$ cat config.mk
export PLATFORM = sky130hd
export DESIGN_NAME = psn_wsq_lane
export DESIGN_NICKNAME = d
export VERILOG_FILES = /design/src/sv/psn_pkg.sv /design/src/sv/psn_wsq_lane.sv
export SDC_FILE = /design/constraint.sdc
export NUM_CORES = 2
export LEC_CHECK = 0
export BUFFER_PORTS_ARGS = -buffer_cell sky130_fd_sc_hd__buf_2
export CAP_MARGIN = 20
export CORE_MARGIN = 3
export CORE_UTILIZATION = 35
export DETAILED_ROUTE_END_ITERATION = 6
export GPL_TIMING_DRIVEN = 0
export PLACE_DENSITY = 0.58
export SLEW_MARGIN = 10
export SYNTH_ARGS = -nofsm -noshare
export SYNTH_HDL_FRONTEND = slang
export SYNTH_SLANG_ARGS = --single-unit
$ cat constraint.sdc
create_clock -name clk -period 7.37 [get_ports clk]
set_input_delay 1.8425 -clock clk [delete_from_list [all_inputs] [get_ports clk]]
set_output_delay 1.8425 -clock clk [all_outputs]
set_load 0.05 [all_outputs]
$ cat src/sv/psn_pkg.sv
package psn_pkg;

  // fixed field widths of the channels and the configuration port
  localparam int IDX_W     = 10;
  localparam int CNT_W     = 11;
  localparam int DIST_W    = 44;
  localparam int OCOORD_W  = 16;
  localparam int WEIGHT_W  = 16;
  localparam int CFG_IDX_W = 2;
  localparam int DSAT_W    = 64;
  localparam int DSHIFT    = 8;

  localparam logic [WEIGHT_W-1:0] WEIGHT_RESET = 16'd256;
  localparam logic [DIST_W-1:0]   DIST_NONE    = {DIST_W{1'b1}};

  localparam logic [CFG_IDX_W-1:0] REG_WEIGHT_X = 2'd0;
  localparam logic [CFG_IDX_W-1:0] REG_WEIGHT_Y = 2'd1;

  typedef enum logic [1:0] {
    OP_APPEND = 2'd0,
    OP_CLEAR  = 2'd1,
    OP_QUERY  = 2'd2,
    OP_NOP    = 2'd3
  } psn_op_t;

  typedef struct packed {
    logic                found;
    logic [IDX_W-1:0]    nearest_index;
    logic [DIST_W-1:0]   nearest_dist;
    logic [OCOORD_W-1:0] nearest_x;
    logic [OCOORD_W-1:0] nearest_y;
    logic [CNT_W-1:0]    point_count;
    logic [OCOORD_W-1:0] x_lowest;
    logic [OCOORD_W-1:0] x_highest;
    logic [OCOORD_W-1:0] y_lowest;
    logic [OCOORD_W-1:0] y_highest;
    logic                overflow;
  } psn_res_t;

endpackage

$ cat src/sv/psn_wsq_lane.sv
// one axis of the distance datapath: difference, magnitude, square, weight
module psn_wsq_lane #(
  parameter int COORD_BITS = 16
) (
  input  logic                                      clk,
  input  logic [COORD_BITS-1:0]                     q,
  input  logic [COORD_BITS-1:0]                     p,
  input  logic [psn_pkg::WEIGHT_W-1:0]              w,
  output logic [2*COORD_BITS+psn_pkg::WEIGHT_W-1:0] wsq,
  output logic [COORD_BITS-1:0]                     p_out
);

  localparam int CB    = COORD_BITS;
  localparam int SQ_W  = 2 * CB;
  localparam int WSQ_W = SQ_W + psn_pkg::WEIGHT_W;

  logic signed [CB:0] diff;
  logic signed [CB:0] diff_r;
  logic [CB:0]        neg;
  logic [CB-1:0]      mag_nxt;
  logic [CB-1:0]      mag_r;
  logic [SQ_W-1:0]    sq_r;
  logic [WSQ_W-1:0]   wsq_r;
  logic [CB-1:0]      p1_r, p2_r, p3_r, p4_r;

  always_comb begin
    diff    = $signed({q[CB-1], q}) - $signed({p[CB-1], p});
    neg     = -diff_r;
    mag_nxt = diff_r[CB] ? neg[CB-1:0] : diff_r[CB-1:0];
  end

  always_ff @(posedge clk) begin
    diff_r <= diff;
    mag_r  <= mag_nxt;
    sq_r   <= SQ_W'(mag_r) * SQ_W'(mag_r);
    wsq_r  <= WSQ_W'(sq_r) * WSQ_W'(w);
    p1_r   <= p;
    p2_r   <= p1_r;
    p3_r   <= p2_r;
    p4_r   <= p3_r;
  end

  assign wsq   = wsq_r;
  assign p_out = p4_r;

endmodule

==> key figures <==
Outcome
  • Outcome: complete, no violations

Finish
  • Area of the multi-input gates: 0.02145 mm²
  • FF+latch area: 0.003525 mm²
  • Final #Nets: 3,993
  • Most common cell after layout, fill and taps aside: inv_1
  • Area Overhead vs Synth: 12.86%
  • Fin util: 40.02%
  • Share of layout cells above drive strength 1: 9.042%
  • Fillers: 7,914
  • Most frequent cells in the layout: inv_1 (706), fa_1 (573), nand2_1 (388)
  • Final std cells w/o fill: 4,190

Drt
  • DRT Wirelength: 72,540 µm
  • Vias per cell: 4.751
  • Antenna Nets Post-Route: 0
  • Vias post-DR: 19,910
  • DRT Pass-1 Iters: 5
  • Average wire per standard cell: 17.31 µm
  • # DRC: 0
  • 1st-iter DRT viols: 1,088

Synthesis
  • Synth area leader: fa_1
  • Number of flops mapped to enable cells by yosys: 0
  • Synth Area in XOR/XNOR: 3.204%
  • Async SR Flop Fraction: 0%
  • Top-area cell type share of the netlist area: 41.77%
  • Synth Flop Type: dfxtp_1
  • Post-synthesis mux area share: 0.07705%
  • Area share of fa/ha/maj cells after synthesis: 52.65%
  • Synth warnings: 0
  • Post-Syn Area per Cell: 9.258 µm²
  • Largest family of logic cells by synthesized area: adder cells
  • Yosys reg bits: 176
  • Synthesized cell area: 0.02761 mm²
  • Synth cell types: 65
  • Synth Area in Compound Gates: 5.974%
  • Register area share after synthesis: 12.76%
  • Mapped Cells: 2,982
  • Synth Area in Simple Gates: 14.21%
  • Top post-synthesis cells by area: fa_1 (42%), dfxtp_1 (13%), ha_1 (11%), inv_1 (9.6%), and2_1 (5.9%)

Worst setup path
  • Critical Path Start Type: primary input
  • CP most frequent cell: fa_1
  • WP data arrival: 7.65 ns
  • Worst reg2reg path endpoint: sq_r[31]
  • CP Class: in2reg
  • Slowest cell on crit path: fa_1
  • Reg-to-reg slack, setup: 0.37 ns
  • Crit path required time: 7.76 ns
  • Critical path fanouts, max: 10
  • Crit-path leading delay family: adder cells
  • R2R depth: 21
  • Beginning of the critical path: w[5]
  • WP buf/inv: 4
  • Worst-path cell chain: buf_2 > buf_4 > and2_1 > fa_1 > inv_1 > fa_1 > fa_2 > fa_1 > inv_1 > fa_1 > fa_1 > ha_4 > and3_4 > and3b_2 > o2111ai_4 > o211ai_4 > a21oi_4 > o21ai_4 > a221o_1 > and4_4 > a311oi_2
  • Worst path depth: 21
  • Worst r2r src: mag_r[1]
  • CP Capture Type: register
  • Max stage delay on crit path: 0.54 ns
  • Worst setup endpoint: wsq[46]

STA
  • Minimum clock period: 7.261 ns
  • Fin Clk Skew: 0.01071 ns
  • Worst-Margin Slew: 0.8124 ns
  • Slew headroom: 45.84%
  • Fin crit share: 98.51%
  • Final hold vios: 0
  • Setup TNS: 0 ns
  • Unrepaired setup endpoints after global routing: true
  • Setup violators final: 0
  • F_max: 0.1377 GHz
  • Max-slew violation count: 0

Floorplanning
  • Core Box Area: 0.07785 mm²
  • # IOs: 113
  • Chip width: 286.9 µm
  • Starting Density: 35.46%
  • Die Span Y: 286.9 µm
  • # rows: 102
  • Total die area: 0.08228 mm²

Clocking
  • Clk sinks: 176
  • CTS tree: built
  • CTS H-tree depth: 4
  • Total clock buffers created by CTS: 17
  • Worst-path clk slew: 0.08 ns
  • Insertion delay to the later sink of the worst-skew pair: 0.48 ns
  • Hold_buf cts: 0
  • Clk root buf: clkbuf_16
  • Worst-case clock buffer depth: 2

GRT
  • Largest net degree at the start of global routing: 22
  • First-pass GRT wire length: 114,500 µm
  • Antenna violations before repair: 5
  • Number of global-route vias before repair: 21,140
  • Grt total ovfl: 0
  • Tot GR Track Use: 18.16%

Placed design
  • PortBufs: 112
  • Placer Congestion: 0.9223
  • Detailed Place HPWL: 60,990 µm
  • Dpl cells: 4,140

Min path
  • Hold/Removal Path Class: reg2reg
  • WHS Path Cells: 0

Flow run
  • MaxCap Viol Count: 0
## cells in the mapped netlist (2+ instances only)
master     number
xor2_1         26
nor3_1          9
a21o_1         45
o21ai_1        12
o21ai_0        36
conb_1          2
ha_1          240
o21a_1          8
a221o_1         2
a211oi_1        9
or3_1           5
nand3b_1        2
a31oi_1         4
inv_1         708
and2_1        262
nor2_1         74
a21boi_0        3
o2111ai_1       2
xnor2_1        75
or4_1           2
o41ai_1         2
nand2b_1        7
dfxtp_1       176
nand2_1       391
nor2b_1        18
clkbuf_1      106
o31ai_1         9
a41oi_1         4
nor4_1          4
o21bai_1       16
or2_2           4
nand4_1        11
fa_1          576
and3_1          6
nand3_1        16
a21oi_1        79
a31o_2          3
## worst reg2reg max path: stages (launching register included)
cell	delay, ns
dfxtp_1	0.59
buf_1	0.47
nand2_1	0.19
fa_1	0.54
inv_1	0.06
fa_1	0.49
fa_1	0.51
inv_1	0.06
fa_1	0.56
fa_1	0.43
fa_1	0.52
inv_1	0.05
ha_1	0.33
a41oi_1	0.23
o21ai_1	0.17
a32o_1	0.26
o311ai_1	0.42
a32oi_1	0.27
nand2b_1	0.23
a31o_1	0.21
a21oi_1	0.16
xnor2_1	0.16
## layer usage
metal | vias up | GRT usage, % | routed length (µm)
li1 | 9130 | - | -
met1 | 10060 | 22.65 | 29350
met2 | 577 | 31.39 | 36020
met4 | 0 | 6.772 | 2675
met3 | 138 | 3.275 | 4496
met5 | - | 0 | 0
## cells by family (layout without fill, tap and decap cells)
| group | after synthesis | count (layout) |
|---|---|---|
| xor+xnor | 101 | 101 |
| mux | 2 | 2 |
| compound gates | 254 | 254 |
| simple gates | 815 | 815 |
| buf+inv | 816 | 969 |
| fa+ha+maj | 816 | 816 |
| flops | 176 | 176 |
| other cells | 2 | 17 |
## flip-flops by register name, summed over array words and instances, names as in the netlist
| signal | cells |
|---|---|
| diff_r | 17 |
| p2_r | 16 |
| mag_r | 16 |
| p3_r | 16 |
| wsq | 48 |
| p1_r | 16 |
| sq_r | 31 |
| p_out | 16 |
## stage by stage
step | setup slack [ns] | instance area (µm²) | hold slack [ns]
floorplan | 0.01779 | 27680 | 0.3096
global placement | -1.643 | 29550 | 0.3102
detailed placement | -1.762 | 29550 | 0.3121
CTS | 0.004659 | 30730 | 0.3226
global route | -0.07568 | 31140 | 0.3251
finish | 0.1095 | 31160 | 0.3190
## area by class of cell
| type | count | area share [%] |
|---|---|---|
| inverter | 708 | 8.529 |
| antenna | 9 | 0.07228 |
| timing repair buffer | 129 | 2.430 |
| sequential | 176 | 11.31 |
| clock buffer | 17 | 1.365 |
| multi-input combinational | 1996 | 68.83 |
| tap | 1040 | 4.176 |
| buffer | 100 | 2.618 |
| clock inverter | 15 | 0.6626 |
## timing repair
item / CTS / global route
gates cloned: 0 / 1
gates resized for setup: 140 / 88
setup buffers: 6 / 10
pin swaps: 16 / 36
endpoints found under the setup margin: 31 / 18
## worst min-delay path by stage
stage	start	to	slack, ns
2_1_floorplan	p1_r[0]	p2_r[0]	0.31
3_3_place_gp	p2_r[7]	p3_r[7]	0.31
3_5_place_dp	p3_r[9]	p_out[9]	0.31
4_1_cts	p1_r[2]	p2_r[2]	0.32
5_1_grt	p1_r[11]	p2_r[11]	0.33
6_report	p1_r[2]	p2_r[2]	0.32
Power is not shown: default switching activity piles up to over one toggle a cycle in this logic, so the estimate is an artifact.
