### config.mk
export PLATFORM = sky130hd
export DESIGN_NAME = psn_best
export DESIGN_NICKNAME = d
export VERILOG_FILES = /design/src/sv/psn_pkg.sv /design/src/sv/psn_best.sv
export SDC_FILE = /design/constraint.sdc
export NUM_CORES = 1
export LEC_CHECK = 0
export BUFFER_PORTS_ARGS = -buffer_cell sky130_fd_sc_hd__buf_2
export CORE_MARGIN = 1
export CORE_UTILIZATION = 50
export CTS_BUF_LIST = sky130_fd_sc_hd__clkbuf_8 sky130_fd_sc_hd__clkbuf_16
export DETAILED_ROUTE_END_ITERATION = 10
export PLACE_DENSITY = 0.82
export SLEW_MARGIN = 20
export SYNTH_ARGS = -nofsm -noshare
export SYNTH_HDL_FRONTEND = slang
export SYNTH_SLANG_ARGS = --single-unit
### constraint.sdc
create_clock -name clk -period 8.72 [get_ports clk]
set_clock_uncertainty 0.15 [all_clocks]
set_input_delay 1.744 -clock clk [delete_from_list [all_inputs] [get_ports clk]]
set_output_delay 1.744 -clock clk [all_outputs]
set_load 0.005 [all_outputs]
### src/sv/psn_pkg.sv
package psn_pkg;

  // fixed field widths of the channels and the configuration port
  localparam int IDX_W     = 10;
  localparam int CNT_W     = 11;
  localparam int DIST_W    = 44;
  localparam int OCOORD_W  = 16;
  localparam int WEIGHT_W  = 16;
  localparam int CFG_IDX_W = 2;
  localparam int DSAT_W    = 64;
  localparam int DSHIFT    = 8;

  localparam logic [WEIGHT_W-1:0] WEIGHT_RESET = 16'd256;
  localparam logic [DIST_W-1:0]   DIST_NONE    = {DIST_W{1'b1}};

  localparam logic [CFG_IDX_W-1:0] REG_WEIGHT_X = 2'd0;
  localparam logic [CFG_IDX_W-1:0] REG_WEIGHT_Y = 2'd1;

  typedef enum logic [1:0] {
    OP_APPEND = 2'd0,
    OP_CLEAR  = 2'd1,
    OP_QUERY  = 2'd2,
    OP_NOP    = 2'd3
  } psn_op_t;

  typedef struct packed {
    logic                found;
    logic [IDX_W-1:0]    nearest_index;
    logic [DIST_W-1:0]   nearest_dist;
    logic [OCOORD_W-1:0] nearest_x;
    logic [OCOORD_W-1:0] nearest_y;
    logic [CNT_W-1:0]    point_count;
    logic [OCOORD_W-1:0] x_lowest;
    logic [OCOORD_W-1:0] x_highest;
    logic [OCOORD_W-1:0] y_lowest;
    logic [OCOORD_W-1:0] y_highest;
    logic                overflow;
  } psn_res_t;

endpackage

### src/sv/psn_best.sv
// sums both axes and keeps the running minimum, earliest index on ties
module psn_best #(
  parameter int COORD_BITS = 16,
  parameter int IDX_BITS   = 10
) (
  input  logic                                      clk,
  input  logic                                      rst_n,
  input  logic                                      clr,
  input  logic                                      in_valid,
  input  logic                                      in_last,
  input  logic [IDX_BITS-1:0]                       in_idx,
  input  logic [2*COORD_BITS+psn_pkg::WEIGHT_W-1:0] wsq_x,
  input  logic [2*COORD_BITS+psn_pkg::WEIGHT_W-1:0] wsq_y,
  input  logic [COORD_BITS-1:0]                     px,
  input  logic [COORD_BITS-1:0]                     py,
  output logic                                      done,
  output logic                                      best_found,
  output logic [IDX_BITS-1:0]                       best_idx,
  output logic [psn_pkg::DSAT_W-1:0]                best_dist,
  output logic [COORD_BITS-1:0]                     best_x,
  output logic [COORD_BITS-1:0]                     best_y
);

  localparam int WSQ_W = 2 * COORD_BITS + psn_pkg::WEIGHT_W;
  localparam int SUM_W = WSQ_W + 1;
  localparam int DW    = psn_pkg::DSAT_W;

  logic [SUM_W-1:0]    sum;
  logic [SUM_W+DW-1:0] sum_w;
  logic [DW-1:0]       d_nxt;
  logic                sv_r, slast_r;
  logic [IDX_BITS-1:0] sidx_r;
  logic [DW-1:0]       sd_r;
  logic [COORD_BITS-1:0] sx_r, sy_r;
  logic                found_r;
  logic [IDX_BITS-1:0] bidx_r;
  logic [DW-1:0]       bd_r;
  logic [COORD_BITS-1:0] bx_r, by_r;

  // saturate the exact sum at the top of a 64-bit range
  always_comb begin
    sum   = SUM_W'(wsq_x) + SUM_W'(wsq_y);
    sum_w = {{DW{1'b0}}, sum};
    d_nxt = (|sum_w[SUM_W+DW-1:DW]) ? {DW{1'b1}} : sum_w[DW-1:0];
  end

  always_ff @(posedge clk) begin
    if (!rst_n) begin
      sv_r    <= 1'b0;
      slast_r <= 1'b0;
      found_r <= 1'b0;
    end else begin
      sv_r    <= in_valid;
      slast_r <= in_last;
      if (clr) begin
        found_r <= 1'b0;
      end else if (sv_r && (!found_r || sd_r < bd_r)) begin
        found_r <= 1'b1;
      end
    end
  end

  always_ff @(posedge clk) begin
    sidx_r <= in_idx;
    sd_r   <= d_nxt;
    sx_r   <= px;
    sy_r   <= py;
    if (!clr && sv_r && (!found_r || sd_r < bd_r)) begin
      bidx_r <= sidx_r;
      bd_r   <= sd_r;
      bx_r   <= sx_r;
      by_r   <= sy_r;
    end
  end

  assign done       = sv_r && slast_r;
  assign best_found = found_r;
  assign best_idx   = bidx_r;
  assign best_dist  = bd_r;
  assign best_x     = bx_r;
  assign best_y     = by_r;

endmodule

==> key figures, run 1 <==
Status
  • Status: finished clean

CTS
  • Worst-Skew Late Latency: 0.42 ns
  • Number of CTS-inserted buffers: 17
  • Worst-path clk slew: 0.07 ns
  • Clock Tree Root: clkbuf_16
  • Clock Path Buffers: 2
  • H-tree depth: 4
  • Clock sinks: 185
  • Hold buffer count at CTS: 0
  • CTS tree: done
  • Setup Buffers After CTS: 0
  • Post_cts resized: 0

Timing
  • Max Fclk: 0.225 GHz
  • Final setup vio count: 0
  • Slew @ Worst Pin: 0.827 ns
  • Rel. slew slack: 44.8%
  • Unrepaired setup endpoints after global routing: no
  • Setup TNS: 0 ns
  • Hold Worst Slack: 0.252 ns
  • Final worst-path cycle share: 51.0%
  • Pins over their slew limit: 0
  • Fin worst setup slack: 4.27 ns
  • Min Clock Period, post-route: 4.45 ns
  • Final hold vios: 0

Pwr
  • P_leak: 5.01 nW
  • Combinational power share: 17.8%
  • Sequential share of power: 48.4%
  • Clock power frac: 33.9%
  • P_int: 1.57 mW
  • Pwr/cell area: 206 mW/mm2
  • Peak VDD IR: 100 uV
  • Switching power share of the total: 27.6%
  • P_sw: 597 uW

Drt
  • DR WL/cell: 14.5 um
  • Post-DRT Antenna Nets: 0
  • Routed via count: 6198
  • # DRC: 0
  • Routed WL: 17600 um
  • Detailed Routing Iterations Pass 1: 5
  • Drt initial violations: 309
  • Vias per Instance: 5.11

Placement
  • Pre-CTS setup slack: 3.85 ns
  • IO buf count: 235
  • Hpwl dp: 13900 um
  • Gpl congestion: 0.899

Critical path
  • Slowest-stage cell, CP: a221o_1
  • Critical path fanouts, max: 4
  • CP Launch Type: input pin
  • Crit path largest cell delay: 0.44 ns
  • CP delay by family, top: compound AO/OA/AOI/OAI gates
  • CP bufs+invs: 1
  • CP cell instances: buf_2, ha_1, a211o_1, a2111oi_4, o21bai_2, a221o_1, and3_4, o2111a_1, a2111oi_4, o21ai_2, xor2_1
  • Worst setup EP type: register
  • Crit path kind: input pin to register
  • Worst path required time: 8.89 ns
  • CP arrival: 4.62 ns
  • Crit path top cell by count: a2111oi_4

Floorplanning
  • Die ar.: 0.0177 mm2
  • Core ar.: 0.0167 mm2
  • Starting Density: 51.4%
  • I/O pin count: 251
  • Die Y: 133 um
  • Die Width: 133 um
  • Row cnt: 47

Synthesis
  • Yosys Warn Count: 0
  • Ys async rst share: 0%
  • Post-synth top flop: dfxtp_1
  • Share of the yosys chip area belonging to registers: 53.7%
  • Cell Area, Synth: 0.00859 mm2
  • Syn_area_per_cell: 11.6 um2
  • Netlist cell types: 57
  • Synth Register Bits: 185
  • Number of flops mapped to enable cells by yosys: 91
  • Post-Syn Instances: 741

Final layout
  • Area Growth Syn to Fin: 22.7%
  • Util after Layout: 63.1%
  • Post-layout nets: 1221
  • FF/Latch Area: 0.00461 mm2
  • Most common cell after layout, fill and taps aside: buf_2
  • Antenna cells: 0
  • Commonest cells after routing, fill and taps aside: buf_2, ha_1, dfxtp_1
  • Share of cells above drive strength 1: 28.1%
  • Fill cells: 1334
  • Area occupied by multi-input gates: 0.00365 mm2

Run
  • MaxCap Viol Count: 0

Global route
  • Global-route wire length before repair: 28600 um
  • Initial antenna violation count: 0
  • GRT overflow: 0
  • Vias in the first global route: 5914
  • Largest net degree at the start of global routing: 92
  • GRT Total Usage: 20.5%

Worst hold path
  • Hold crit path type: register to register
power groups by stage:
| stage | clock network (mW) | logic [mW] | registers (mW) |
|---|---|---|---|
| CTS | 0.752 | 0.386 | 1.05 |
| detailed placement | 0 | 0.381 | 1.07 |
| floorplan | 0 | 0.267 | 1.06 |
| finish | 0.734 | 0.385 | 1.05 |
| global route | 0.787 | 0.436 | 1.06 |
| global placement | 0 | 0.370 | 1.06 |
final cells by class:
class,instances,share of cell area [%]
sequential,185,43.8
clock buffer,17,4.04
multi-input combinational,483,34.7
clock inverter,15,1.53
inverter,58,2.07
timing repair buffer,236,11.3
tap,220,2.61
registers in the layout, summed over array words and instances, names as in the netlist, 10 cells and up:
| name | flops |
|---|---|
| sidx_r | 10 |
| best_idx | 10 |
| sx_r | 16 |
| best_dist | 49 |
| best_x | 16 |
| sd_r | 49 |
| best_y | 16 |
| sy_r | 16 |
final timing paths:
kind,depth (start not counted),to,from,slack [ns]
max,11,sd_r[47]$_DFF_P_,wsq_x[1],4.27
min,0,best_y[7]$_DFFE_PP_,sy_r[7]$_DFF_P_,0.25
max reg2reg,12,best_x[13]$_DFFE_PP_,best_dist[38]$_DFFE_PP_,5.15
min reg2reg,0,best_y[7]$_DFFE_PP_,sy_r[7]$_DFF_P_,0.25
cell families (layout without fill, tap and decap cells):
logic type               Yosys count  in the layout  share of synthesized area, %
buffers and inverters             87            326                          4.46
XOR/XNOR                          43             43                          4.39
AND/OR/NAND/NOR                  131            131                          7.77
adder cells (fa/ha/maj)           97             97                          14.2
flip-flops                       185            185                          53.7
AO/OA/AOI/OAI                    197            197                          15.4
other                              1             15                        0.0437
cell usage after synthesis, drive strengths merged, types with 3 or more instances:
cell	number	area (um2)
or3	3	18.8
and2	6	37.5
nor3	6	30.0
a211o	4	35.0
clkbuf	14	52.6
o21bai	8	63.8
nor2b	9	56.3
xor2	17	149
o21ai	30	154
nand4	18	113
a221oi	3	26.3
a21oi	62	310
a21o	53	399
dfxtp	94	1880
a211oi	6	45.0
o31ai	3	22.5
buf	15	113
nor2	26	97.6
nand2	35	131
a31oi	6	37.5
ha	96	1200
inv	58	218
xnor2	26	228
nand2b	3	18.8
and3	9	61.3
a2111oi	3	63.8
edfxtp	91	2730
o21a	4	31.3
o211ai	3	22.5
nand3	7	35.0
per-stage QoR:
stage	area [um2]	cells	power [mW]
final	10500	1214	2.17
after floorplan	8640	755	1.32
after CTS	10500	1214	2.19
after detailed placement	9940	1182	1.45
after global routing	10500	1214	2.28
after global placement	9940	1182	1.43
per-layer routing:
| layer | up-vias | global-route usage (%) | routed length [um] |
|---|---|---|---|
| li1 | 3162 | - | - |
| met1 | 2796 | 27.2 | 8090 |
| met2 | 216 | 33.6 | 8410 |
| met3 | 24 | 3.56 | 809 |
| met4 | 0 | 7.66 | 324 |
| met5 | - | 0 | 0 |
Power figures use the tool's default switching activity.
==> run 2, diff against run 1 <==
- clock period: 8.72 -> 4.4 ns (I/O delays scaled with it)
==> run 2 against run 1 <==
Hold slack worse by 0.00082 ns. Highest routed layer unchanged. Final cell count up 0.33%. Via count grew 1.3%. Largest power group unchanged. Critical path depth did not move.
==> key figures, run 2 (same netlist as run 1, synthesis figures left out) <==
Status
  • Status: finished clean

Critical path
  • CP Launch Type: register
  • Crit path kind: register to register
  • Worst setup EP type: register
  • CP arrival: 3.58 ns (-1.04 ns)
  • Worst path required time: 4.35 ns (-4.54 ns)
  • Critical path fanouts, max: 45 (+41)

Drt
  • Detailed Routing Iterations Pass 1: 7 (+2)
  • Drt initial violations: 350 (+13%)
  • Routed via count: 6279 (+1.3%)
  • # DRC: 0 (unchanged)
  • Routed WL: 18000 um (+2.2%)
  • DR WL/cell: 14.8 um (+1.9%)
  • Post-DRT Antenna Nets: 0 (unchanged)
  • Vias per Instance: 5.16 (+0.97%)

Floorplanning
  • Die ar.: 0.0177 mm2 (unchanged)
  • Row cnt: 47 (unchanged)
  • Starting Density: 51.4% (unchanged)
  • I/O pin count: 251 (unchanged)
  • Core ar.: 0.0167 mm2 (unchanged)
  • Die Width: 133 um (unchanged)
  • Die Y: 133 um (unchanged)

Timing
  • Final hold vios: 0 (unchanged)
  • Min Clock Period, post-route: 3.62 ns
  • Rel. slew slack: 55.9% (+11 points)
  • Slew @ Worst Pin: 0.644 ns (-0.183 ns)
  • Max Fclk: 0.276 GHz
  • Final worst-path cycle share: 82.4%
  • Final setup vio count: 0 (unchanged)
  • Hold Worst Slack: 0.251 ns (-0.000823 ns)
  • Pins over their slew limit: 0 (unchanged)
  • Setup TNS: 0 ns (unchanged)
  • Unrepaired setup endpoints after global routing: no

CTS
  • H-tree depth: 4 (unchanged)
  • Post_cts resized: 0 (unchanged)
  • Worst-path clk slew: 0.07 ns (about the same)
  • Hold buffer count at CTS: 0 (unchanged)
  • Clock Path Buffers: 2 (unchanged)
  • CTS tree: done
  • Clock sinks: 185 (unchanged)
  • Setup Buffers After CTS: 0 (unchanged)
  • Number of CTS-inserted buffers: 17 (unchanged)
  • Clock Tree Root: clkbuf_16
  • Worst-Skew Late Latency: 0.42 ns (about the same)

Global route
  • Initial antenna violation count: 1 (+1)
  • Largest net degree at the start of global routing: 46 (-50%)
  • Global-route wire length before repair: 28600 um (about the same)
  • GRT Total Usage: 20.6% (+0.090 points)
  • GRT overflow: 0 (unchanged)
  • Vias in the first global route: 5906 (-0.14%)

Worst hold path
  • Hold crit path type: register to register

Pwr
  • Combinational power share: 18.0% (+0.2 points)
  • P_leak: 5.03 nW (+0.43%)
  • Clock power frac: 33.7% (-0.2 points)
  • Sequential share of power: 48.3% (about the same)
  • P_int: 3.12 mW (+98%)
  • Switching power share of the total: 27.7% (+0.15 points)
  • Pwr/cell area: 408 mW/mm2 (+98%)
  • Peak VDD IR: 212 uV (+110%)
  • P_sw: 1.19 mW (+100%)

Final layout
  • Non-Filler Instances: 1218 (+0.33%)
  • Util after Layout: 63.3% (+0.24 points)
  • Post-layout nets: 1224 (+0.25%)
  • Share of cells above drive strength 1: 28.3% (+0.22 points)
  • Most common cell after layout, fill and taps aside: buf_2
  • Commonest cells after routing, fill and taps aside: buf_2, ha_1, dfxtp_1
  • Fill cells: 1317 (-1.3%)
  • Area Growth Syn to Fin: 23.2%
  • Design Area, Final: 0.0106 mm2 (+0.38%)

Placement
  • Hpwl dp: 14500 um (+3.6%)
  • IO buf count: 235 (unchanged)
  • Placed Instance Area: 0.00999 mm2 (+0.48%)
  • Placed insts: 1185 (+0.25%)
  • Gpl congestion: 0.922 (+2.5%)

Run
  • MaxCap Viol Count: 0 (unchanged)
==> run 2: power groups by stage <==
stage / logic, mW / clock network (mW) / registers [mW]
global route: 0.871 / 1.55 / 2.10
CTS: 0.774 / 1.49 / 2.08
floorplan: 0.531 / 0 / 2.09
detailed placement: 0.764 / 0 / 2.12
global placement: 0.742 / 0 / 2.11
finish: 0.775 / 1.45 / 2.08
==> run 2: metrics by stage <==
| stage | total power [mW] | setup slack (ns) |
|---|---|---|
| 2_1_floorplan | 2.62 | 0.396 |
| 3_3_place_gp | 2.85 | 0.419 |
| 3_5_place_dp | 2.88 | 0.389 |
| 4_1_cts | 4.34 | 0.794 |
| 5_1_grt | 4.52 | 0.622 |
| 6_report | 4.31 | 0.776 |
==> run 2: cell type report <==
cell class,instances,area (um2),share of cell area [%]
Clock inverter,15,155,1.47
Timing Repair Buffer,239,1230,11.6
Clock buffer,17,425,4.02
Inverter,58,218,2.06
Multi-Input combinational cell,483,3650,34.5
Tap cell,220,275,2.60
Sequential cell,185,4610,43.6
Antenna cell,1,2.50,0.0237
==> run 2: critical path, stage by stage (launching register included) <==
cell and delay, ns:
edfxtp_1 0.41, inv_1 0.08, ha_1 0.24, a21o_1 0.16, a21o_1 0.17, a21oi_1 0.20
o32ai_1 0.13, a2111oi_0 0.62, o211ai_1 0.15, a21o_1 0.22, a21oi_4 0.43, buf_12 0.31
==> run 2: per-layer routing <==
layer / vias to the layer above / GRT usage, % / wire length (um)
li1: 3165 / - / -
met1: 2880 / 26.5 / 8130
met2: 204 / 34.3 / 8580
met3: 30 / 3.45 / 899
met4: 0 / 8.68 / 414
met5: - / 0 / 0
==> run 2: worst paths after layout <==
| check | cells past startpoint | end | slack (ns) | start |
|---|---|---|---|---|
| setup / recovery | 11 | best_dist[2]$_DFFE_PP_ | 0.78 | best_dist[10]$_DFFE_PP_ |
| hold / removal | 0 | best_y[4]$_DFFE_PP_ | 0.25 | sy_r[4]$_DFF_P_ |
| hold reg to reg | 0 | best_y[4]$_DFFE_PP_ | 0.25 | sy_r[4]$_DFF_P_ |
| setup reg to reg | 11 | best_dist[2]$_DFFE_PP_ | 0.78 | best_dist[10]$_DFFE_PP_ |
